[config.mk]
export PLATFORM = sky130hd
export DESIGN_NAME = b2g_fifo
export DESIGN_NICKNAME = d
export VERILOG_FILES = /design/src/rtl/b2g_pkg.sv /design/src/rtl/b2g_fifo.sv
export SDC_FILE = /design/constraint.sdc
export NUM_CORES = 1
export LEC_CHECK = 0
export BUFFER_PORTS_ARGS = -buffer_cell sky130_fd_sc_hd__buf_2
export CAP_MARGIN = 40
export CORE_ASPECT_RATIO = 2
export CORE_MARGIN = 2
export CORE_UTILIZATION = 55
export DETAILED_ROUTE_END_ITERATION = 7
export PLACE_DENSITY = 0.88
export SETUP_SLACK_MARGIN = 0.2
export SYNTH_ARGS = -nofsm -noshare
export SYNTH_HDL_FRONTEND = slang
export SYNTH_SLANG_ARGS = --single-unit
[constraint.sdc]
create_clock -name clk -period 1.64 [get_ports clk]
set_input_delay 0.328 -clock clk [delete_from_list [all_inputs] [get_ports clk]]
set_output_delay 0.328 -clock clk [all_outputs]
set_load 0.02 [all_outputs]
[src/rtl/b2g_pkg.sv]
// ----------------------------------------------------------------------------
// b2g_pkg
// Shared widths, register codes and configuration types for the
// blocked-to-global index remap.
// ----------------------------------------------------------------------------
package b2g_pkg;

    localparam int MAX_AXES    = 4;
    localparam int IN_DATA_W   = 64;
    localparam int OUT_DATA_W  = 64;
    localparam int LOCAL_W     = 10;
    localparam int BLOCK_W     = 6;
    localparam int SIZE_W      = 11;
    localparam int COUNT_W     = 7;
    localparam int POS_W       = 16;
    localparam int SPAN_W      = 17;
    localparam int QUEUE_DEPTH = 4;
    localparam int APB_ADDR_W  = 5;
    localparam int APB_DATA_W  = 32;

    localparam logic [SIZE_W-1:0]  SIZE_LIMIT  = 11'd1024;
    localparam logic [COUNT_W-1:0] COUNT_LIMIT = 7'd64;

    typedef logic [LOCAL_W-1:0] local_t;
    typedef logic [BLOCK_W-1:0] block_t;
    typedef logic [SIZE_W-1:0]  cfg_size_t;
    typedef logic [COUNT_W-1:0] cfg_count_t;
    typedef logic [POS_W-1:0]   pos_t;
    typedef logic [SPAN_W-1:0]  span_t;

    typedef enum logic [2:0] {
        REG_BLOCK_SIZE_AXIS0  = 3'd0,
        REG_BLOCK_SIZE_AXIS1  = 3'd1,
        REG_BLOCK_SIZE_AXIS2  = 3'd2,
        REG_BLOCK_SIZE_AXIS3  = 3'd3,
        REG_BLOCK_COUNT_AXIS0 = 3'd4,
        REG_BLOCK_COUNT_AXIS1 = 3'd5,
        REG_BLOCK_COUNT_AXIS2 = 3'd6,
        REG_BLOCK_COUNT_AXIS3 = 3'd7
    } reg_idx_t;

    // Effective (clamped) block sizes and counts
    typedef struct packed {
        cfg_size_t  [MAX_AXES-1:0] size;
        cfg_count_t [MAX_AXES-1:0] count;
    } cfg_t;

endpackage

[src/rtl/b2g_fifo.sv]
// ----------------------------------------------------------------------------
// b2g_fifo
// Short flop-based queue between the front and the back.
// ----------------------------------------------------------------------------
module b2g_fifo #(
    parameter int WIDTH = 8
) (
    input  logic             clk,
    input  logic             rst_n,
    input  logic             push,
    input  logic [WIDTH-1:0] wdata,
    input  logic             pop,
    output logic [WIDTH-1:0] rdata,
    output logic             full,
    output logic             empty
);

    localparam int DEPTH = b2g_pkg::QUEUE_DEPTH;
    localparam int PTR_W = $clog2(DEPTH);
    localparam int CNT_W = $clog2(DEPTH + 1);

    logic [WIDTH-1:0] mem_reg [DEPTH];
    logic [PTR_W-1:0] wr_ptr_reg, wr_ptr_next;
    logic [PTR_W-1:0] rd_ptr_reg, rd_ptr_next;
    logic [CNT_W-1:0] count_reg, count_next;

    always_comb
    begin
        wr_ptr_next = push ? wr_ptr_reg + PTR_W'(1) : wr_ptr_reg;
        rd_ptr_next = pop  ? rd_ptr_reg + PTR_W'(1) : rd_ptr_reg;
        unique case ({push, pop})
            2'b10:   count_next = count_reg + CNT_W'(1);
            2'b01:   count_next = count_reg - CNT_W'(1);
            default: count_next = count_reg;
        endcase
    end

    always_ff @(posedge clk or negedge rst_n)
    begin
        if (!rst_n)
        begin
            wr_ptr_reg <= '0;
            rd_ptr_reg <= '0;
            count_reg  <= '0;
        end
        else
        begin
            wr_ptr_reg <= wr_ptr_next;
            rd_ptr_reg <= rd_ptr_next;
            count_reg  <= count_next;
        end
    end

    always_ff @(posedge clk)
    begin
        if (push)
            mem_reg[wr_ptr_reg] <= wdata;
    end

    assign rdata = mem_reg[rd_ptr_reg];
    assign full  = (count_reg == CNT_W'(DEPTH));
    assign empty = (count_reg == '0);

endmodule

---- Word level (Yosys, flattened, before mapping) ----
Memories as Yosys holds them, arrays and structs flattened.
Index checks and enable logic that the tools add are counted.
storage, ports and cells
  word-level logic and storage cells ...... 16
  output and inout port bits .............. 10
  input port bits ......................... 12
  memories kept ........................... 1
  RAM bits ................................ 32
  register bits after elaboration ......... 7
memory list
  memory   depth  width  rd ports  clocked after Yosys merged registers in  wr ports  RTL line        source
  mem_reg  4      8      1         0                                        1         b2g_fifo.sv:22  logic [WIDTH-1:0] mem_reg [DEPTH];
operators by class
  $add $sub $neg .......................... 4
  multiplexer cells ....................... 3
  equal/unequal tests ..................... 3
  reductions and logical operators ........ 2
operators by type and width
  kind                                                                   number
  3-bit one-hot mux with 2 select lines                                  1
  2-bit by 1-bit adder with 2-bit output, second input constant          2
  3-bit by 1-bit adder with 3-bit output, second input constant          1
  3-bit equality test, second input constant                             1
  3-bit logical NOT                                                      1
  3-bit by 1-bit subtractor with 3-bit output, second input constant     1
  2-bit by 1-bit equality test with 1-bit output, second input constant  1
  2-bit equality test, second input constant                             1
  1-bit 2-to-1 mux                                                       2
  2-bit nonzero test                                                     1

---- Depth between registers and ports, before layout ----
  word-level depth ........................ 2
  gate-level depth with buffers ........... 7
  mapped depth without buffers ............ 7

---- Worst setup path after synthesis ----
OpenSTA, ideal clock, no wires.
  path kind ............................... input port to flip-flop
  from .................................... input push
  to ...................................... register count_reg[2]
  cell stages on the path ................. 7
  arrival time ............................ 1322 ps
  setup slack ............................. 239 ps
  required time ........................... 1561 ps
  buffers on the path ..................... 0
  path through ............................ inv_1 ha_1 inv_1 fa_1 xor2_1 nor2_1 xor2_1
on the way
  longest elaborated chain between the ends .. 2
RTL lines
  item                                                                                   RTL line        source
  start: declaration                                                                     b2g_fifo.sv:10  input logic push,
  2-bit by 1-bit equality test with 1-bit output or 2-bit equality test (tied branches)  b2g_fifo.sv:31  unique case ({push, pop})
  3-bit one-hot mux with 2 select lines or 2-bit nonzero test (tied branches)            -
  end signal: assignment                                                                 b2g_fifo.sv:50  count_reg <= count_next;
  end: declaration                                                                       b2g_fifo.sv:25  logic [CNT_W-1:0] count_reg, count_next;
Several ways; a longest one is shown, not always the timed one.
A chain may end at the register's enable or synchronous reset.

---- Final worst setup path ----
  from .................................... register rd_ptr_reg[0]
  to ...................................... output rdata[7]
on the way
  longest elaborated chain between the ends .. 1
RTL lines
  item                      RTL line        source
  start: declaration        b2g_fifo.sv:24  logic [PTR_W-1:0] rd_ptr_reg, rd_ptr_next;
  start signal: assignment  b2g_fifo.sv:49  rd_ptr_reg <= rd_ptr_next;
  memory 4 x 8 bit          -
  end: declaration          b2g_fifo.sv:13  output logic [WIDTH-1:0] rdata,
Every way passes these cells.

==> results.sh <==
export IMPL_rr_startpoint="count_reg[1]"
export IMPL_synth_warnings=0
export IMPL_fin_setup_tns_ns=-1.303
export IMPL_netlist_top_cells_area="sky130_fd_sc_hd__edfxtp_1 62%, sky130_fd_sc_hd__mux4_2 12%, sky130_fd_sc_hd__dfrtp_1 11%"
export IMPL_violations="setup timing"
export IMPL_worstPathArrival_ns=1.49
export IMPL_leakagePower_nw=0.7598
export IMPL_chip_height_um=79.14
export IMPL_placed_area_mm2=0.001713
export IMPL_antenna_found_initial=0
export IMPL_finish_utilization_pct=71.47
export IMPL_number_of_antenna_diodes=0
export IMPL_cts_tree="yes"
export IMPL_initial_utilization_pct=56.74
export IMPL_cts_num_sinks=39
export IMPL_post_synth_num_cell_types=17
export IMPL_hold_viol=0
export IMPL_route_vias_total=776
export IMPL_tightestPinTransition_ns=0.4073
export IMPL_power_ir_vdd_worst_v=0.001084
export IMPL_routed_wire_length_per_instance_um=17.82
export IMPL_share_of_synthesized_flip_flops_with_an_asynchronous_set_or_reset_pct=17.95
export IMPL_power_density_mw_per_mm2=1922
export IMPL_detail_route_wirelength_um=2512
export IMPL_root_buffer="sky130_fd_sc_hd__clkbuf_8"
export IMPL_timing_final_crit_share_pct=110.7
export IMPL_post_route_worst_setup_slack_ns=-0.1757
export IMPL_maxCapViolations=0
export IMPL_globalRouteOverflowTotal=0
export IMPL_rrSetupSlack_ns=0.25
export IMPL_rows=27
export IMPL_slew_viol_final=0
export IMPL_synthDominantCellAreaShare_pct=61.89
export IMPL_chipWidth_um=41.57
export IMPL_final_design_area_no_fill_mm2=0.001956
export IMPL_ratio_of_routed_vias_to_standard_cells=5.504
export IMPL_whs_path_depth=2
export IMPL_run_status="finished with violations"
export IMPL_clock_fmax_mhz=550.8
export IMPL_max_slew_margin_pct=72.84
export IMPL_post_synthesis_cell_area_mm2=0.001553
export IMPL_finalSetupViolations=8
export IMPL_first_global_vias=847
export IMPL_place_ws_ns=-0.01824
export IMPL_ios=22
export IMPL_grt_setup_unrepaired="yes"
export IMPL_worst_hold_path_type="input port to register"
export IMPL_timing_rr_end="count_reg[2]"
export IMPL_floorplan_core_area_mm2=0.002736
export IMPL_netlist_top_cells_count="32 x sky130_fd_sc_hd__edfxtp_1, 8 x sky130_fd_sc_hd__mux4_2, 7 x sky130_fd_sc_hd__dfrtp_1"
export IMPL_ys_flop_type="sky130_fd_sc_hd__edfxtp_1"
export IMPL_synthDominantAreaCellType="sky130_fd_sc_hd__edfxtp_1"
export IMPL_timing_hold_worst_start="pop"
export IMPL_cts_htree_levels=2
export IMPL_hold_ws_ns=0.2549
export IMPL_grt_pass1_wl_um=4188
export IMPL_critical_path_endpoint_type="output port"
export IMPL_synth_sequential_area_ratio_pct=73.17
export IMPL_crit_path_max_fanout=8
export IMPL_fin_worst_skew_ns=0.004614
export IMPL_layout_drive_gt1_share_pct=45.54
export IMPL_detail_route_drc_violations=0
export IMPL_globalplace_congestion=0.6795
export IMPL_areaGrowthSynthToFinish_pct=25.95
export IMPL_critPathKind="register to output port"
export IMPL_io_buffer_count=21
export IMPL_sum_of_net_half_perimeters_after_detailed_placement_um=1766
export IMPL_grt_total_usage_pct=17.72
export IMPL_finalWorstPathRequiredPeriod_ns=1.816
export IMPL_cts_inserted_buffers=5
export IMPL_die_outline_area_mm2=0.003290
export IMPL_path_clk_slew_ns=0.07
export IMPL_worst_r2r_path_cells=5
export IMPL_synth_edff_count=32
export IMPL_synth_avg_cell_area_um2=19.91
export IMPL_min_to="rd_ptr_reg[0]"
export IMPL_detailedRoute_firstPassIterationCount=3
export IMPL_setup_worst_path_start_class="register"
export IMPL_required_ns=1.31
export IMPL_grt_start_max_net_pins=13
export IMPL_clk_path_buf_depth=2
export IMPL_postRouteAntennaNets=0
export IMPL_synthesis_instances=78
export IMPL_initialDrtViolationCount=13
export IMPL_ys_ff_latch=39
export IMPL_largest_register_ff_count=32
export IMPL_design_final_nets=129
export IMPL_mappedNetlistNets=96
export IMPL_yosysMostFrequentCell="sky130_fd_sc_hd__edfxtp_1"
export IMPL_clk_insertion_delay_late_ns=0.29
-- logic make-up after synthesis --
group	synth area share, %
flip-flops	73.17
buffers and inverters	2.498
AO/OA/AOI/OAI	0.3220
adder cells (fa/ha/maj)	5.318
XOR/XNOR	3.384
AND/OR/NAND/NOR	3.062
multiplexers	12.25
-- worst max-delay path by stage --
stage / startpoint / endpoint / slack (ns) / depth (start not counted)
floorplan: push / count_reg[2] / 0.24 / 7
CTS: rd_ptr_reg[0] / rdata[7] / -0.19 / 3
detailed placement: push / count_reg[2] / -0.02 / 8
global placement: push / count_reg[2] / 0.10 / 8
finish: rd_ptr_reg[0] / rdata[7] / -0.18 / 3
global route: rd_ptr_reg[0] / rdata[6] / -0.22 / 3
-- worst max-delay path: stages (launching register included) --
cell                      delay, ns
sky130_fd_sc_hd__dfrtp_1       0.39
sky130_fd_sc_hd__buf_12        0.15
sky130_fd_sc_hd__mux4_2        0.52
sky130_fd_sc_hd__buf_6         0.15
-- cells in the final DEF, fill, tap and decap left out --
cell type,n
sky130_fd_sc_hd__and2_1,1
sky130_fd_sc_hd__and2_2,3
sky130_fd_sc_hd__and3_4,1
sky130_fd_sc_hd__buf_12,1
sky130_fd_sc_hd__buf_2,11
sky130_fd_sc_hd__buf_4,6
sky130_fd_sc_hd__buf_6,9
sky130_fd_sc_hd__bufinv_16,2
sky130_fd_sc_hd__clkbuf_1,1
sky130_fd_sc_hd__clkbuf_8,5
sky130_fd_sc_hd__dfrtp_1,7
sky130_fd_sc_hd__dlygate4sd3_1,1
sky130_fd_sc_hd__edfxtp_1,32
sky130_fd_sc_hd__fa_2,1
sky130_fd_sc_hd__ha_1,4
sky130_fd_sc_hd__ha_2,1
sky130_fd_sc_hd__inv_1,4
sky130_fd_sc_hd__inv_2,2
sky130_fd_sc_hd__mux2i_1,1
sky130_fd_sc_hd__mux4_2,8
sky130_fd_sc_hd__nand2_1,2
sky130_fd_sc_hd__nor2_1,1
sky130_fd_sc_hd__nor3_2,1
sky130_fd_sc_hd__o21ai_0,1
sky130_fd_sc_hd__xnor2_1,2
sky130_fd_sc_hd__xor2_1,4
-- cell type report --
type	instances	area [um^2]
clock buffer	6	72.57
clock inverter	2	60.06
fill	170	780.7
inverter	6	22.52
multi-input combinational	31	396.6
sequential	39	1136
tap	29	36.28
timing repair buffer	28	231.5
-- through the flow --
stage          total power, mW  instances
2_1_floorplan            2.227         78
3_3_place_gp             2.522        129
3_5_place_dp             2.599        129
4_1_cts                  3.740        140
5_1_grt                  3.955        141
6_report                 3.759        141
-- layer usage --
metal	vias up	global-route usage, %	part of all wire [%]
met2	16	30.94	58
met5	-	0	0
met3	7	4.545	3.3
met4	0	9.677	2.8
li1	356	-	-
met1	397	19.02	36
-- power by group --
group	switching (mW)	total [mW]	internal, mW
Sequential	0.160	1.49	1.33
Clock	0.315	0.923	0.608
Combinational	0.625	1.35	0.723
-- what timing repair did --
item | in CTS | in global routing
resized for setup | 17 | 11
hold buffers | 1 | 0
endpoints found under the hold margin | 7 | 0
endpoints found under the setup margin | 19 | 27
pin swaps | 0 | 5
setup buffers | 2 | 1
(Power assumes the default switching activity.)
