File: config.mk
export PLATFORM = sky130hd
export DESIGN_NAME = b2g_front_flat
export DESIGN_NICKNAME = d
export VERILOG_FILES = /design/src/rtl/b2g_pkg.sv /design/src/rtl/b2g_in_if.sv /design/src/rtl/b2g_front.sv /design/src/flat_wrapper.sv
export SDC_FILE = /design/constraint.sdc
export NUM_CORES = 1
export LEC_CHECK = 0
export BUFFER_PORTS_ARGS = -buffer_cell sky130_fd_sc_hd__buf_2
export CORE_ASPECT_RATIO = 1.1
export CORE_UTILIZATION = 35
export CTS_CLUSTER_SIZE = 25
export DETAILED_ROUTE_END_ITERATION = 12
export REMOVE_ABC_BUFFERS = 1
export SETUP_SLACK_MARGIN = 0.2
export SLEW_MARGIN = 15
export SYNTH_ARGS = -nofsm -noshare
export SYNTH_HDL_FRONTEND = slang
export SYNTH_SLANG_ARGS = --single-unit
File: constraint.sdc
create_clock -name clk -period 3.6 [get_ports clk]
set_input_delay 0.72 -clock clk [delete_from_list [all_inputs] [get_ports clk]]
set_output_delay 0.72 -clock clk [all_outputs]
set_load 0.1 [all_outputs]
File: src/rtl/b2g_pkg.sv
// ----------------------------------------------------------------------------
// b2g_pkg
// Shared widths, register codes and configuration types for the
// blocked-to-global index remap.
// ----------------------------------------------------------------------------
package b2g_pkg;

    localparam int MAX_AXES    = 4;
    localparam int IN_DATA_W   = 64;
    localparam int OUT_DATA_W  = 64;
    localparam int LOCAL_W     = 10;
    localparam int BLOCK_W     = 6;
    localparam int SIZE_W      = 11;
    localparam int COUNT_W     = 7;
    localparam int POS_W       = 16;
    localparam int SPAN_W      = 17;
    localparam int QUEUE_DEPTH = 4;
    localparam int APB_ADDR_W  = 5;
    localparam int APB_DATA_W  = 32;

    localparam logic [SIZE_W-1:0]  SIZE_LIMIT  = 11'd1024;
    localparam logic [COUNT_W-1:0] COUNT_LIMIT = 7'd64;

    typedef logic [LOCAL_W-1:0] local_t;
    typedef logic [BLOCK_W-1:0] block_t;
    typedef logic [SIZE_W-1:0]  cfg_size_t;
    typedef logic [COUNT_W-1:0] cfg_count_t;
    typedef logic [POS_W-1:0]   pos_t;
    typedef logic [SPAN_W-1:0]  span_t;

    typedef enum logic [2:0] {
        REG_BLOCK_SIZE_AXIS0  = 3'd0,
        REG_BLOCK_SIZE_AXIS1  = 3'd1,
        REG_BLOCK_SIZE_AXIS2  = 3'd2,
        REG_BLOCK_SIZE_AXIS3  = 3'd3,
        REG_BLOCK_COUNT_AXIS0 = 3'd4,
        REG_BLOCK_COUNT_AXIS1 = 3'd5,
        REG_BLOCK_COUNT_AXIS2 = 3'd6,
        REG_BLOCK_COUNT_AXIS3 = 3'd7
    } reg_idx_t;

    // Effective (clamped) block sizes and counts
    typedef struct packed {
        cfg_size_t  [MAX_AXES-1:0] size;
        cfg_count_t [MAX_AXES-1:0] count;
    } cfg_t;

endpackage

File: src/rtl/b2g_in_if.sv
// ----------------------------------------------------------------------------
// b2g_in_if
// Element input channel: valid/ready handshake with one raw data element.
// ----------------------------------------------------------------------------
interface b2g_in_if;

    logic                             valid;
    logic                             ready;
    logic [b2g_pkg::IN_DATA_W-1:0]    element_value;

    modport source (output valid, output element_value, input ready);
    modport sink   (input valid, input element_value, output ready);

endinterface

File: src/rtl/b2g_front.sv
// ----------------------------------------------------------------------------
// b2g_front
// Accepts elements, snapshots the local and block coordinates, flags the
// end of a time step and advances both mixed-radix counters.
// ----------------------------------------------------------------------------
module b2g_front #(
    parameter int AXES      = 4,
    parameter int DATA_BITS = 64
) (
    input  logic                    clk,
    input  logic                    rst_n,
    b2g_in_if.sink                  elements,
    input  b2g_pkg::cfg_t           cfg,
    input  logic                    settling,
    input  logic                    q_full,
    output logic                    q_push,
    output logic [DATA_BITS+AXES*(b2g_pkg::LOCAL_W+b2g_pkg::BLOCK_W):0] q_wdata
);

    b2g_pkg::local_t [AXES-1:0] local_reg, local_next;
    b2g_pkg::block_t [AXES-1:0] block_reg, block_next;
    logic [AXES-1:0]            loc_end;
    logic [AXES-1:0]            blk_end;
    logic                       done;
    logic                       accept;

    always_comb
    begin
        logic carry;
        for (int a = 0; a < AXES; a++)
        begin
            loc_end[a] = (b2g_pkg::SIZE_W'(local_reg[a]) + b2g_pkg::SIZE_W'(1))
                         >= cfg.size[a];
            blk_end[a] = (b2g_pkg::COUNT_W'(block_reg[a]) + b2g_pkg::COUNT_W'(1))
                         >= cfg.count[a];
        end

        carry = 1'b1;
        for (int a = 0; a < AXES; a++)
        begin
            local_next[a] = local_reg[a];
            if (carry)
                local_next[a] = loc_end[a] ? '0 : local_reg[a] + b2g_pkg::LOCAL_W'(1);
            carry = carry & loc_end[a];
        end
        for (int a = 0; a < AXES; a++)
        begin
            block_next[a] = block_reg[a];
            if (carry)
                block_next[a] = blk_end[a] ? '0 : block_reg[a] + b2g_pkg::BLOCK_W'(1);
            carry = carry & blk_end[a];
        end

        done = (&loc_end) & (&blk_end);
    end

    assign elements.ready = !q_full && !settling;
    assign accept         = elements.valid && elements.ready;
    assign q_push         = accept;
    assign q_wdata        = {elements.element_value[DATA_BITS-1:0], done, block_reg, local_reg};

    always_ff @(posedge clk or negedge rst_n)
    begin
        if (!rst_n)
        begin
            local_reg <= '0;
            block_reg <= '0;
        end
        else if (accept)
        begin
            local_reg <= local_next;
            block_reg <= block_next;
        end
    end

endmodule

File: src/flat_wrapper.sv
// flat-port wrapper written by rule: the top's interface ports become plain ports
module b2g_front_flat 
#(
    parameter int AXES      = 4,
    parameter int DATA_BITS = 64
)
  (clk, rst_n, cfg, settling, q_full, q_push, q_wdata, elements_valid, elements_element_value, elements_ready);
  b2g_in_if elements_i ();
  input  logic clk;
  input  logic rst_n;
  input  b2g_pkg::cfg_t cfg;
  input  logic settling;
  input  logic q_full;
  output logic q_push;
  output logic [DATA_BITS+AXES*(b2g_pkg::LOCAL_W+b2g_pkg::BLOCK_W):0] q_wdata;
  input wire logic [$bits(elements_i.valid)-1:0] elements_valid;
  input wire logic [$bits(elements_i.element_value)-1:0] elements_element_value;
  output wire logic [$bits(elements_i.ready)-1:0] elements_ready;
  assign elements_i.valid = elements_valid;
  assign elements_i.element_value = elements_element_value;
  assign elements_ready = elements_i.ready;
  b2g_front #(.AXES(AXES), .DATA_BITS(DATA_BITS)) u_core (.clk(clk), .rst_n(rst_n), .elements(elements_i), .cfg(cfg), .settling(settling), .q_full(q_full), .q_push(q_push), .q_wdata(q_wdata));
endmodule
## Word level (Yosys, flattened, before mapping)

Index checks and enable logic that the tools add are counted.

- Input bits: 141
- Register bits: 64
- Word-level logic and storage cells: 60

- Reduce and logical (&&, ||, !) cells: 13
- Magnitude comparators: 8
- Mux-type cells: 8
- Bitwise logic cells: 7
- Add/subtract/negate cells: 16

Operator list:

| cell | number |
|---|---|
| 10-bit by 1-bit adder with 11-bit output, second input constant | 4 |
| 11-bit >= comparator | 4 |
| 10-bit by 1-bit adder with 10-bit output, second input constant | 4 |
| 10-bit 2-to-1 mux | 4 |
| 6-bit by 1-bit adder with 7-bit output, second input constant | 4 |
| 7-bit >= comparator | 4 |
| 6-bit by 1-bit adder with 6-bit output, second input constant | 4 |
| 6-bit 2-to-1 mux | 4 |
| 2-bit AND reduction | 7 |
| 4-bit AND reduction | 2 |
| 1-bit bitwise AND | 7 |
| 1-bit logical AND | 2 |
| 1-bit zero test | 2 |

## Logic depth before layout (Yosys ltp)

- Depth after elaboration: 9
- Gate-level depth with buffers: 14
- Mapped depth without buffers: 13

## Worst setup path after synthesis

No wires, ideal clock.

- Path type: reg2out
- Start point: register u_core.local_reg (netlist bit u_core.q_wdata[0])
- End point: output q_wdata[64] (netlist bit)
- Data required time: 2.880 ns
- Path slack: -0.744 ns
- Data arrival time: 3.624 ns
- Path buffers: 2
- Stages on the path, launching flop included: 14
- Cells stage by stage: dfrtp_1 > ha_1 > and3_1 > nand3_1 > xnor2_1 > ha_1 > and3_1 > a221o_1 > a41oi_2 > o21ai_1 > clkbuf_1 > nand4_1 > nor3b_1 > buf_4

- Word-level cells in the longest chain between the ends: 4

RTL lines:

| element | line | text |
|---|---|---|
| start: declaration | b2g_front.sv:20 | `b2g_pkg::local_t [AXES-1:0] local_reg, local_next;` |
| start signal: assignment | b2g_front.sv:71 | `local_reg <= local_next;` |
| 10-bit by 1-bit adder with 11-bit output | b2g_front.sv:32 | `loc_end[a] = (b2g_pkg::SIZE_W'(local_reg[a]) + b2g_pkg::SIZE_W'(1))` |
| 11-bit >= comparator | b2g_front.sv:33 | `>= cfg.size[a];` |
| 4-bit AND reduction | b2g_front.sv:54 | `done = (&loc_end) & (&blk_end);` |
| 1-bit bitwise AND | b2g_front.sv:54 |  |
| end: declaration | flat_wrapper.sv:15 | `output logic [DATA_BITS+AXES*(b2g_pkg::LOCAL_W+b2g_pkg::BLOCK_W):0] q_wdata;` |

Every way passes these cells.

## Worst setup path in the final report

- Start point: register u_core.local_reg (netlist bit u_core.q_wdata[1])
- End point: output q_wdata[64] (netlist bit)

The elaborated chain is that of the path after synthesis.

==> impl_metrics.csv <==
group,metric,value,unit
floorplanning,die_x,126.6,microns
detailed_routing,wl_per_cell,17.91,microns
grt,grt_max_degree,65,
floorplanning,die_area,17600,sq um
critical_path,end_kind,"output pin",
min_path,hold_class,"register to register",
grt,antenna_found_initial,0,
synthesis,synth.most_common_cell,"ha_1",
run,cap_violations,0,
cells_and_area,largest_register_ffs,64,
floorplanning,core-area,16550,sq um
synthesis,yosys_most_used_dff,"dfrtp_1",
critical_path,cp.arrival,3.06,ns
sta,fin_crit_sh,105.0,%
placed_design,port-buffer-count,143,
synthesis,synth-seq-cells,64,
synthesis,synth_edf_count,0,
detailed_routing,drt-pass1-iter-count,4,
synthesis,netlist_top_cells_count,"80 x ha_1, 78 x nand2_1, 68 x inv_1",
grt,grt.overflow.total,0,
clock_tree,cts.sinks,64,
floorplanning,io_pins,272,
critical_path,crit_buf_inv,3,
floorplanning,rows,49,
sta,hold_viol,0,
synthesis,yosys.area.top_type,"dfrtp_1",
cells_and_area,layout-drive-gt1-share,31.03,%
power,total_leakage_power,0.003964,uW
clock_tree,cts_hold_buf,0,
sta,drv_slew,0,
clock_tree,clk_pin_slew_worst_paths,0.05,ns
synthesis,syn_area_per_cell,8.395,sq um
sta,tightest_slew,0.8766,ns
clock_tree,cts_htree_levels,3,
critical_path,crit_required,2.88,ns
sta,grt_setup_unrepaired,"true",
synthesis,yosysTopAreaCellShare,26.80,%
power,power_density,290.6,nW/um^2
critical_path,rrSetupSlack,0.46,ns
outcome,status,"finished with violations",
synthesis,post_synth_instance_area,5977,sq um
sta,max_slew_margin,41.56,%
clock_tree,cts_made_buffers,9,
critical_path,critPathMaxFanout,3,
detailed_routing,drt-vias-per-instance,5.151,
floorplanning,start_util,36.11,%
detailed_routing,vias,5383,
sta,tns,-0.1802,ns
sta,clock_skew,0.008210,ns
floorplanning,fp.dieH,139.1,microns
sta,setup_violations,1,
synthesis,yosys_warnings,0,
placed_design,pre_cts_ws,-0.04045,ns
clock_tree,cts_tree,"done",
critical_path,critical-path-max-stage-delay,0.36,ns
clock_tree,clk_path_buf_depth,2,
synthesis,synth_area_leaders,"dfrtp_1 27%, ha_1 17%, buf_4 8.2%",
clock_tree,cts_root_buf,"clkbuf_16",
sta,layout_setup_ws,-0.1802,ns
cells_and_area,diodes,0,
critical_path,cp_top_family,"simple AND/OR/NAND/NOR gates",
critical_path,cp-start-kind,"register",
detailed_routing,ant_nets,0,
grt,first_global_vias,5227,
synthesis,yosysSeqAreaShare,26.80,%
placed_design,hpwl,15.08,mm
placed_design,routabilityCongestion,0.7792,
critical_path,crit_slowest_cell,"dfrtp_1",
grt,grt_usage,21.56,%
cells_and_area,fill_cells,1711,
detailed_routing,drt_iter0_drc,237,
sta,fmax,264.5,MHz
outcome,violations,"setup timing",
critical_path,crit_type,"register to output pin",
synthesis,synth.distinct_cells,57,
detailed_routing,wl,18.71,mm
grt,grt_pass1_wl,28.77,mm
detailed_routing,drcViolationCount,0,
synthesis,async_reset_ff_share,100.0,%
cells_and_area,syn2layout_area_growth,20.91,%
power,ir_drop,0.5650,mV
cells_and_area,nets,1057,
sta,finalCriticalPeriod,3.780,ns
critical_path,crit_chain,"buf_4, nand3_1, nor2_1, nand3_1, xnor2_2, ha_1, and3_1, a221o_1, a41oi_2, o21ai_2, nand4_1, nor3b_4, buf_4, buf_12",
clock_tree,insertion_delay,0.33,ns
synthesis,syn_inst,712,
-- cell families after synthesis --
group	synth area share [%]
AO/OA/AOI/OAI	16.50
XOR/XNOR	7.034
adder cells (fa/ha/maj)	16.75
buffers and inverters	13.25
flip-flops	26.80
multiplexers	0.1884
AND/OR/NAND/NOR	19.49
-- timing repair --
item / 4_1_cts / 5_1_grt
pin swaps: 18 / 5
endpoints found under the setup margin: 1 / 8
hold endpoints to repair: 0 / 0
buffers inserted: 12 / 1
gates resized for setup: 32 / 5
-- routing by layer --
metal | track usage, % | up-vias | wire (microns)
li1 | - | 2638 | -
met1 | 26.13 | 2495 | 8160
met2 | 29.49 | 233 | 7372
met3 | 15.70 | 13 | 2902
met4 | 5.073 | 4 | 136
met5 | 7.283 | - | 139
-- report_power, final --
part           internal, uW  switching, uW
Sequential              740           23.9
Combinational           146            301
Clock                   572            317
-- cell type report --
class                           count  area [sq um]  area share (%)
Clock buffer                       13         260.3           3.601
Tap cell                          204         255.2           3.532
Sequential cell                    64          1607           22.23
Multi-Input combinational cell    504          3734           51.66
Timing Repair Buffer              188          1072           14.84
Inverter                           69         259.0           3.584
Clock inverter                      3         40.04          0.5540
-- per-stage QoR --
step                      power [uW]  cells  util (%)  instance area [sq um]  hold WS (ns)
after floorplan                 1067    637         -                   5444        0.4244
after global placement          1195   1016     40.29                   6670        0.5308
after detailed placement        1197   1016     40.29                   6670        0.5425
after CTS                       2126   1044     43.47                   7196        0.5667
after global routing            2201   1045     43.66                   7227        0.5916
final                           2100   1045     43.66                   7227        0.5601
-- cells in the final DEF (no fill, tap or decap), drive strengths merged, types with 2 or more instances in the layout --
cell type	count
a211oi	4
a21o	11
a21oi	15
a221o	5
a22o	3
a41o	2
a41oi	3
and2	3
and3	16
buf	188
clkbuf	13
clkinv	3
dfrtp	64
ha	80
inv	68
nand2	82
nand2b	20
nand3	49
nand4	6
nor2	38
nor2b	7
nor3	3
nor3b	2
o21ai	74
o31ai	11
o41ai	4
or2	6
xnor2	29
xor2	19
-- worst register-to-register path: cells and delay by family (launching register included) --
family	cells	cell delay [ns]
compound gates	4	0.99
flops	1	0.36
fa+ha+maj	1	0.30
simple gates	6	0.91
xor+xnor	1	0.17
buf+inv	2	0.30
-- final timing paths --
kind / cells past startpoint / startpoint / endpoint
min in group asynchronous: 2 / rst_n / u_core.q_wdata[34]
max: 14 / u_core.q_wdata[1] / q_wdata[64]
min reg2reg: 2 / u_core.q_wdata[8] / u_core.q_wdata[8]
min: 2 / u_core.q_wdata[8] / u_core.q_wdata[8]
max reg2reg: 14 / u_core.q_wdata[1] / u_core.q_wdata[62]
max in group asynchronous: 2 / rst_n / u_core.q_wdata[13]
(Power assumes the default switching activity.)
