===== config.mk =====
export PLATFORM = sky130hd
export DESIGN_NAME = b2g_cfg
export DESIGN_NICKNAME = d
export VERILOG_FILES = /design/src/rtl/b2g_pkg.sv /design/src/rtl/b2g_cfg.sv
export SDC_FILE = /design/constraint.sdc
export NUM_CORES = 2
export LEC_CHECK = 0
export ABC_AREA = 1
export BUFFER_PORTS_ARGS = -buffer_cell sky130_fd_sc_hd__buf_2
export CAP_MARGIN = 20
export CELL_PAD_IN_SITES_DETAIL_PLACEMENT = 1
export CELL_PAD_IN_SITES_GLOBAL_PLACEMENT = 1
export CORE_UTILIZATION = 48
export DETAILED_ROUTE_END_ITERATION = 10
export PLACE_DENSITY = 0.84
export SYNTH_ARGS = -nofsm -noshare
export SYNTH_HDL_FRONTEND = slang
export SYNTH_SLANG_ARGS = --single-unit

===== constraint.sdc =====
create_clock -name clk -period 5.9 [get_ports clk]
set_input_delay 1.18 -clock clk [delete_from_list [all_inputs] [get_ports clk]]
set_output_delay 1.18 -clock clk [all_outputs]
set_load 0.01 [all_outputs]

===== src/rtl/b2g_pkg.sv =====
// ----------------------------------------------------------------------------
// b2g_pkg
// Shared widths, register codes and configuration types for the
// blocked-to-global index remap.
// ----------------------------------------------------------------------------
package b2g_pkg;

    localparam int MAX_AXES    = 4;
    localparam int IN_DATA_W   = 64;
    localparam int OUT_DATA_W  = 64;
    localparam int LOCAL_W     = 10;
    localparam int BLOCK_W     = 6;
    localparam int SIZE_W      = 11;
    localparam int COUNT_W     = 7;
    localparam int POS_W       = 16;
    localparam int SPAN_W      = 17;
    localparam int QUEUE_DEPTH = 4;
    localparam int APB_ADDR_W  = 5;
    localparam int APB_DATA_W  = 32;

    localparam logic [SIZE_W-1:0]  SIZE_LIMIT  = 11'd1024;
    localparam logic [COUNT_W-1:0] COUNT_LIMIT = 7'd64;

    typedef logic [LOCAL_W-1:0] local_t;
    typedef logic [BLOCK_W-1:0] block_t;
    typedef logic [SIZE_W-1:0]  cfg_size_t;
    typedef logic [COUNT_W-1:0] cfg_count_t;
    typedef logic [POS_W-1:0]   pos_t;
    typedef logic [SPAN_W-1:0]  span_t;

    typedef enum logic [2:0] {
        REG_BLOCK_SIZE_AXIS0  = 3'd0,
        REG_BLOCK_SIZE_AXIS1  = 3'd1,
        REG_BLOCK_SIZE_AXIS2  = 3'd2,
        REG_BLOCK_SIZE_AXIS3  = 3'd3,
        REG_BLOCK_COUNT_AXIS0 = 3'd4,
        REG_BLOCK_COUNT_AXIS1 = 3'd5,
        REG_BLOCK_COUNT_AXIS2 = 3'd6,
        REG_BLOCK_COUNT_AXIS3 = 3'd7
    } reg_idx_t;

    // Effective (clamped) block sizes and counts
    typedef struct packed {
        cfg_size_t  [MAX_AXES-1:0] size;
        cfg_count_t [MAX_AXES-1:0] count;
    } cfg_t;

endpackage


===== src/rtl/b2g_cfg.sv =====
// ----------------------------------------------------------------------------
// b2g_cfg
// APB register file, clamping of sizes and counts, and a registered chain
// that derives the per-axis global strides after each write.
// ----------------------------------------------------------------------------
module b2g_cfg #(
    parameter int AXES      = 4,
    parameter int ADDR_BITS = 40
) (
    input  logic                                clk,
    input  logic                                rst_n,
    input  logic                                psel,
    input  logic                                penable,
    input  logic                                pwrite,
    input  logic [b2g_pkg::APB_ADDR_W-1:0]      paddr,
    input  logic [b2g_pkg::APB_DATA_W-1:0]      pwdata,
    output logic [b2g_pkg::APB_DATA_W-1:0]      prdata,
    output b2g_pkg::cfg_t                       cfg,
    output logic [AXES-1:0][ADDR_BITS-1:0]      stride,
    output logic                                settling
);

    localparam int SETTLE_W = $clog2(AXES + 1);

    b2g_pkg::cfg_size_t  [b2g_pkg::MAX_AXES-1:0] size_reg, size_next;
    b2g_pkg::cfg_count_t [b2g_pkg::MAX_AXES-1:0] count_reg, count_next;
    b2g_pkg::span_t      [AXES-1:0]              span_reg, span_next;
    logic [AXES-1:0][ADDR_BITS-1:0]              stride_reg, stride_next;
    logic [SETTLE_W-1:0]                         settle_reg, settle_next;

    b2g_pkg::reg_idx_t idx;
    logic              wr;

    assign idx = b2g_pkg::reg_idx_t'(paddr[b2g_pkg::APB_ADDR_W-1:2]);
    assign wr  = psel && penable && pwrite;

    always_comb
    begin
        size_next  = size_reg;
        count_next = count_reg;
        if (wr)
        begin
            unique case (idx)
                b2g_pkg::REG_BLOCK_SIZE_AXIS0:  size_next[0]  = pwdata[b2g_pkg::SIZE_W-1:0];
                b2g_pkg::REG_BLOCK_SIZE_AXIS1:  size_next[1]  = pwdata[b2g_pkg::SIZE_W-1:0];
                b2g_pkg::REG_BLOCK_SIZE_AXIS2:  size_next[2]  = pwdata[b2g_pkg::SIZE_W-1:0];
                b2g_pkg::REG_BLOCK_SIZE_AXIS3:  size_next[3]  = pwdata[b2g_pkg::SIZE_W-1:0];
                b2g_pkg::REG_BLOCK_COUNT_AXIS0: count_next[0] = pwdata[b2g_pkg::COUNT_W-1:0];
                b2g_pkg::REG_BLOCK_COUNT_AXIS1: count_next[1] = pwdata[b2g_pkg::COUNT_W-1:0];
                b2g_pkg::REG_BLOCK_COUNT_AXIS2: count_next[2] = pwdata[b2g_pkg::COUNT_W-1:0];
                b2g_pkg::REG_BLOCK_COUNT_AXIS3: count_next[3] = pwdata[b2g_pkg::COUNT_W-1:0];
            endcase
        end
    end

    always_comb
    begin
        unique case (idx)
            b2g_pkg::REG_BLOCK_SIZE_AXIS0:  prdata = b2g_pkg::APB_DATA_W'(size_reg[0]);
            b2g_pkg::REG_BLOCK_SIZE_AXIS1:  prdata = b2g_pkg::APB_DATA_W'(size_reg[1]);
            b2g_pkg::REG_BLOCK_SIZE_AXIS2:  prdata = b2g_pkg::APB_DATA_W'(size_reg[2]);
            b2g_pkg::REG_BLOCK_SIZE_AXIS3:  prdata = b2g_pkg::APB_DATA_W'(size_reg[3]);
            b2g_pkg::REG_BLOCK_COUNT_AXIS0: prdata = b2g_pkg::APB_DATA_W'(count_reg[0]);
            b2g_pkg::REG_BLOCK_COUNT_AXIS1: prdata = b2g_pkg::APB_DATA_W'(count_reg[1]);
            b2g_pkg::REG_BLOCK_COUNT_AXIS2: prdata = b2g_pkg::APB_DATA_W'(count_reg[2]);
            b2g_pkg::REG_BLOCK_COUNT_AXIS3: prdata = b2g_pkg::APB_DATA_W'(count_reg[3]);
        endcase
    end

    // Zero acts as one; oversized values saturate
    always_comb
    begin
        for (int a = 0; a < b2g_pkg::MAX_AXES; a++)
        begin
            if (size_reg[a] == '0)
                cfg.size[a] = b2g_pkg::SIZE_W'(1);
            else if (size_reg[a] > b2g_pkg::SIZE_LIMIT)
                cfg.size[a] = b2g_pkg::SIZE_LIMIT;
            else
                cfg.size[a] = size_reg[a];

            if (count_reg[a] == '0)
                cfg.count[a] = b2g_pkg::COUNT_W'(1);
            else if (count_reg[a] > b2g_pkg::COUNT_LIMIT)
                cfg.count[a] = b2g_pkg::COUNT_LIMIT;
            else
                cfg.count[a] = count_reg[a];
        end
    end

    // One multiply per stage along the stride chain
    always_comb
    begin
        for (int a = 0; a < AXES; a++)
        begin
            span_next[a] = b2g_pkg::SPAN_W'(cfg.size[a]) * b2g_pkg::SPAN_W'(cfg.count[a]);
        end
        stride_next[0] = ADDR_BITS'(1);
        for (int a = 1; a < AXES; a++)
        begin
            stride_next[a] = stride_reg[a-1] * ADDR_BITS'(span_reg[a-1]);
        end
    end

    always_comb
    begin
        if (wr)
            settle_next = SETTLE_W'(AXES);
        else if (settle_reg != '0)
            settle_next = settle_reg - SETTLE_W'(1);
        else
            settle_next = settle_reg;
    end

    always_ff @(posedge clk or negedge rst_n)
    begin
        if (!rst_n)
        begin
            for (int a = 0; a < b2g_pkg::MAX_AXES; a++)
            begin
                size_reg[a]  <= b2g_pkg::SIZE_W'(1);
                count_reg[a] <= b2g_pkg::COUNT_W'(1);
            end
            for (int a = 0; a < AXES; a++)
            begin
                span_reg[a]   <= b2g_pkg::SPAN_W'(1);
                stride_reg[a] <= ADDR_BITS'(1);
            end
            settle_reg <= '0;
        end
        else
        begin
            size_reg   <= size_next;
            count_reg  <= count_next;
            span_reg   <= span_next;
            stride_reg <= stride_next;
            settle_reg <= settle_next;
        end
    end

    assign stride   = stride_reg;
    assign settling = (settle_reg != '0);

endmodule


# Word level (Yosys, flattened, before mapping)
# Index checks and enable logic that the tools add are counted.
# W data, S select, Z words.
# totals
ff_bits	217
out_inout_bits	265
word_cells	76
# classes
add_sub_neg	1
reduce_logical	21
mux	19
multipliers	5
n_lt_le_gt_ge	8
n_eq_ne	7
# ops
op	n
$pmux W32 S8	1
$mux W11	8
$mux W7	8
$mul A11 B7 Y17	3
$gt A11 B11 Y1 const B	4
$logic_not A11 Y1	4
$mul A34 B17 Y40	1
$mul A17 B17 Y34	1
$gt A7 B7 Y1 const B	4
$logic_not A7 Y1	4
$reduce_and A2 Y1	8
$eq A3 B3 Y1 const B	4
$eq A3 B2 Y1 const B	2
$mux W3	2
$eq A3 B1 Y1 const B	1
$logic_not A3 Y1	1
$reduce_bool A3 Y1	1
$sub A3 B1 Y3 const B	1
$logic_and A1 B1 Y1	2
$reduce_bool A2 Y1	1

# Logic depth before layout (Yosys ltp)
# logic_depth
ltp_word	4
depth_mapped	28
depth_no_buf	26

# Worst setup path before layout
# OpenSTA, ideal clock, no wires.
# synth_timing
path_kind	reg2reg
start	register stride_reg, in the netlist stride[101]
end	register stride_reg, in the netlist stride[145]
t_arrival_ps	5463
period_less_slack_ps	5542
stages_incl_launch_ff	22
setup_ps	79
required_ps	5821
slack_ps	358
cell_sequence	dfrtp_1 -> clkbuf_1 -> clkbuf_1 -> nand2_1 -> fa_1 -> inv_1 -> fa_1 -> inv_1 -> fa_1 -> inv_1 -> fa_1 -> fa_1 -> inv_1 -> fa_1 -> inv_1 -> ha_1 -> nand2_1 -> nor2_1 -> nand2_1 -> or3_1 -> nand2_1 -> xor2_1
# synth_rtl
element	line_no	source
start, declared	b2g_cfg.sv:28	logic [AXES-1:0][ADDR_BITS-1:0] stride_reg, stride_next;
start signal, assigned	b2g_cfg.sv:136	stride_reg <= stride_next;

==> key figures <==
Run status
  – Status: finished, violations left
  – Failing checks: negative setup slack

STA
  – Worst Slack Setup Final: -0.0820 ns
  – Final Critical Period: roughly 6 ns
  – Max Freq: 167 MHz
  – Setup violations, final: 1
  – Slew Limit Fails: 0
  – Clock Skews: around 0.041 ns
  – Rel. slew slack: 25.5%
  – TNS Setup: -0.0820 ns
  – Period utilization: 101%
  – Worst Tran Pin Value: 1.12 ns
  – RSZ-0062 raised after global routing: true
  – Hold Slack: 0.349 ns
  – Hold Vio Cnt, Final: 0

Route
  – Drc violations: 0
  – Final WL: 145000 um
  – Vias: around 36000
  – Post-detailed-route via-to-cell ratio: 5.31
  – Antenna violation net count after detailed routing: 0
  – DR WL/cell: about 21 um
  – TritonRoute pass-1 iters: 5
  – DR iter-0 viols: 2194

Synthesis
  – Seq/Total Area, Yosys: 12.9%
  – Synth top area cells: fa_1, inv_1, nand2_1, dfrtp_1, ha_1
  – Top FF cell, synth: dfrtp_1
  – Synthesized area: between 40000 and 50000 um2
  – Post-synth ARST share: 100%
  – Synth warnings: 0
  – Cell taking the most area after synthesis: fa_1
  – EDFF count, synth: 0
  – Yosys cell types: 53
  – Synth Register Bits: 217
  – Share of the synthesized area in the top cell type: 37.1%
  – Syn Inst Count: around 5400
  – Mean Syn Cell Area: 7.85 um2

Worst setup path
  – Worst Path Max Fanout: 10
  – CP Data Required Time: 6.34 ns
  – Critical path capture point type: flop
  – Critical path class: reg -> reg
  – Critical path arrival: 6.43 ns
  – Crit path largest cell delay: 0.60 ns
  – Crit-path slowest cell: fa_1
  – Most frequent CP cell: fa_1
  – Worst Setup Start Kind: flop
  – Crit-path cells: buf_4 > nand2_1 > fa_1 > inv_1 > fa_1 > fa_1 > fa_1 > fa_1 > fa_1 > ha_1 > a21oi_1 > buf_4 > o21bai_1 > nand2_1 > nand2_1 > a21oi_1 > nand3_1 > nand2_1 > nand2_1

Global routing
  – Global router's overall resource usage: 31.6%
  – Largest net degree at the start of global routing: 164
  – Grt ovf: 0
  – Vias in the first global route: 40900
  – Initial antenna violation count: 1
  – First-pass GRT wire length: 220000 um

Cells and area
  – Most frequent cells in the layout: inv_1, nand2_1, fa_1
  – # diodes: 0
  – Share of cells above drive strength 1: around an eighth
  – Most common cell after layout, fill and taps aside: inv_1
  – Final net count: between 6000 and 7000
  – Area delta synth->final: 11.6%
  – Max FFs per register: 91

Clock network
  – Clk root buf: clkbuf_16
  – Clock Sinks: around 220
  – Clock transition at path regs: around 0.060 ns
  – Clock Path Buffers: 3
  – CTS Hold Bufs: 0
  – H-tree depth reported by CTS: 1
  – Total clock buffers created by CTS: 26
  – Clk_lat worst skew: roughly 0.62 ns
  – CTS tree: yes

Floorplanning
  – Row count: ~110
  – Die Ht: roughly 300 um
  – Core Area: roughly 87000 um2
  – Initial core utilization: ~49%
  – I/O pin count: 307
  – Area of the die: 88900 um2
  – Die W: 298 um

Placement
  – Placer congestion estimate: 0.940
  – IO Port Bufs: roughly 190
  – Final HPWL DP: 115000 um

Run
  – Max-cap violation count: 0

Min path
  – Hold Crit Class: reg -> reg
==> per-stage QoR <==
stage	std cells	instance area, um2	util (%)	setup WS (ns)
floorplan	5448	42400	-	0.358
global placement	6704	45300	52.2	0.0994
detailed placement	6704	45300	52.2	-0.0978
CTS	6751	46200	53.2	0.0146
global route	6787	47000	54.1	-0.285
finish	6787	47000	54.1	-0.0820
==> repair_timing <==
item / CTS / global route
gates cloned: 0 / 5
pin swaps: 0 / 16
gates resized for setup: 4 / 116
endpoints found under the setup margin: 13 / 39
setup buffers: 0 / 31
==> logic make-up after synthesis <==
kind of cell / count (synthesis) / share of synthesized area [%]
AND/OR/NAND/NOR: 1820 / 17.5
adder cells (fa/ha/maj): 1072 / 45.8
AO/OA/AOI/OAI: 356 / 4.81
other: 2 / 0.0178
flip-flops: 217 / 12.9
XOR/XNOR: 101 / 2.10
buffers and inverters: 1792 / 16.9
==> cell usage after synthesis (21+ instances only) <==
cell type,number
xnor2_1,28
fa_1,780
nand3_1,91
nor2_1,236
a21oi_1,127
nor3_1,26
buf_4,92
xor2_1,73
inv_1,1460
ha_1,292
nand2_1,1391
o21ai_0,116
dfrtp_1,203
clkbuf_1,198
nand4_1,23
o22ai_1,21
==> cell type report <==
cell class | instances | area, um2
fillers | 10800 | 39800
multi-input cells | 3439 | 30200
flip-flops and latches | 217 | 5500
clock inverters | 17 | 228
clock buffers | 30 | 676
inverters | 1476 | 5540
repair buffers | 453 | 3410
well taps | 1155 | 1450
==> path summary, 6_finish.rpt <==
path,start,slack (ns),cells after the start,endpoint
setup / recovery,stride[94]$_DFF_PN0_,-0.08,19,stride[157]$_DFF_PN0_
hold / removal,span_reg[11]$_DFF_PN0_,0.35,0,stride[51]$_DFF_PN0_
setup reg to reg,stride[94]$_DFF_PN0_,-0.08,19,stride[157]$_DFF_PN0_
hold reg to reg,span_reg[11]$_DFF_PN0_,0.35,0,stride[51]$_DFF_PN0_
max in group asynchronous,rst_n,4.06,2,count_reg[23]$_DFFE_PN0P_
min in group asynchronous,rst_n,0.52,1,stride[113]$_DFF_PN0_
==> worst max-delay path, delay by kind of cell, from the launching register on <==
kind,cells,cell delay (ns)
adders and majority gates,7,3.50
DFF,1,0.54
buffers and inverters,3,0.54
and+or+nand+nor,6,0.62
AOI/OAI and AO/OA,3,0.64
==> metal layers <==
layer	vias to the layer above	global-route usage, %	wire, um
met5	-	0	13
met4	2	13.3	8300
met3	488	4.32	9160
met2	1330	58.1	74500
met1	18500	36.7	53300
li1	15700	-	-
Power is not shown: default switching activity piles up to over one toggle a cycle in this logic, so the estimate is an artifact.
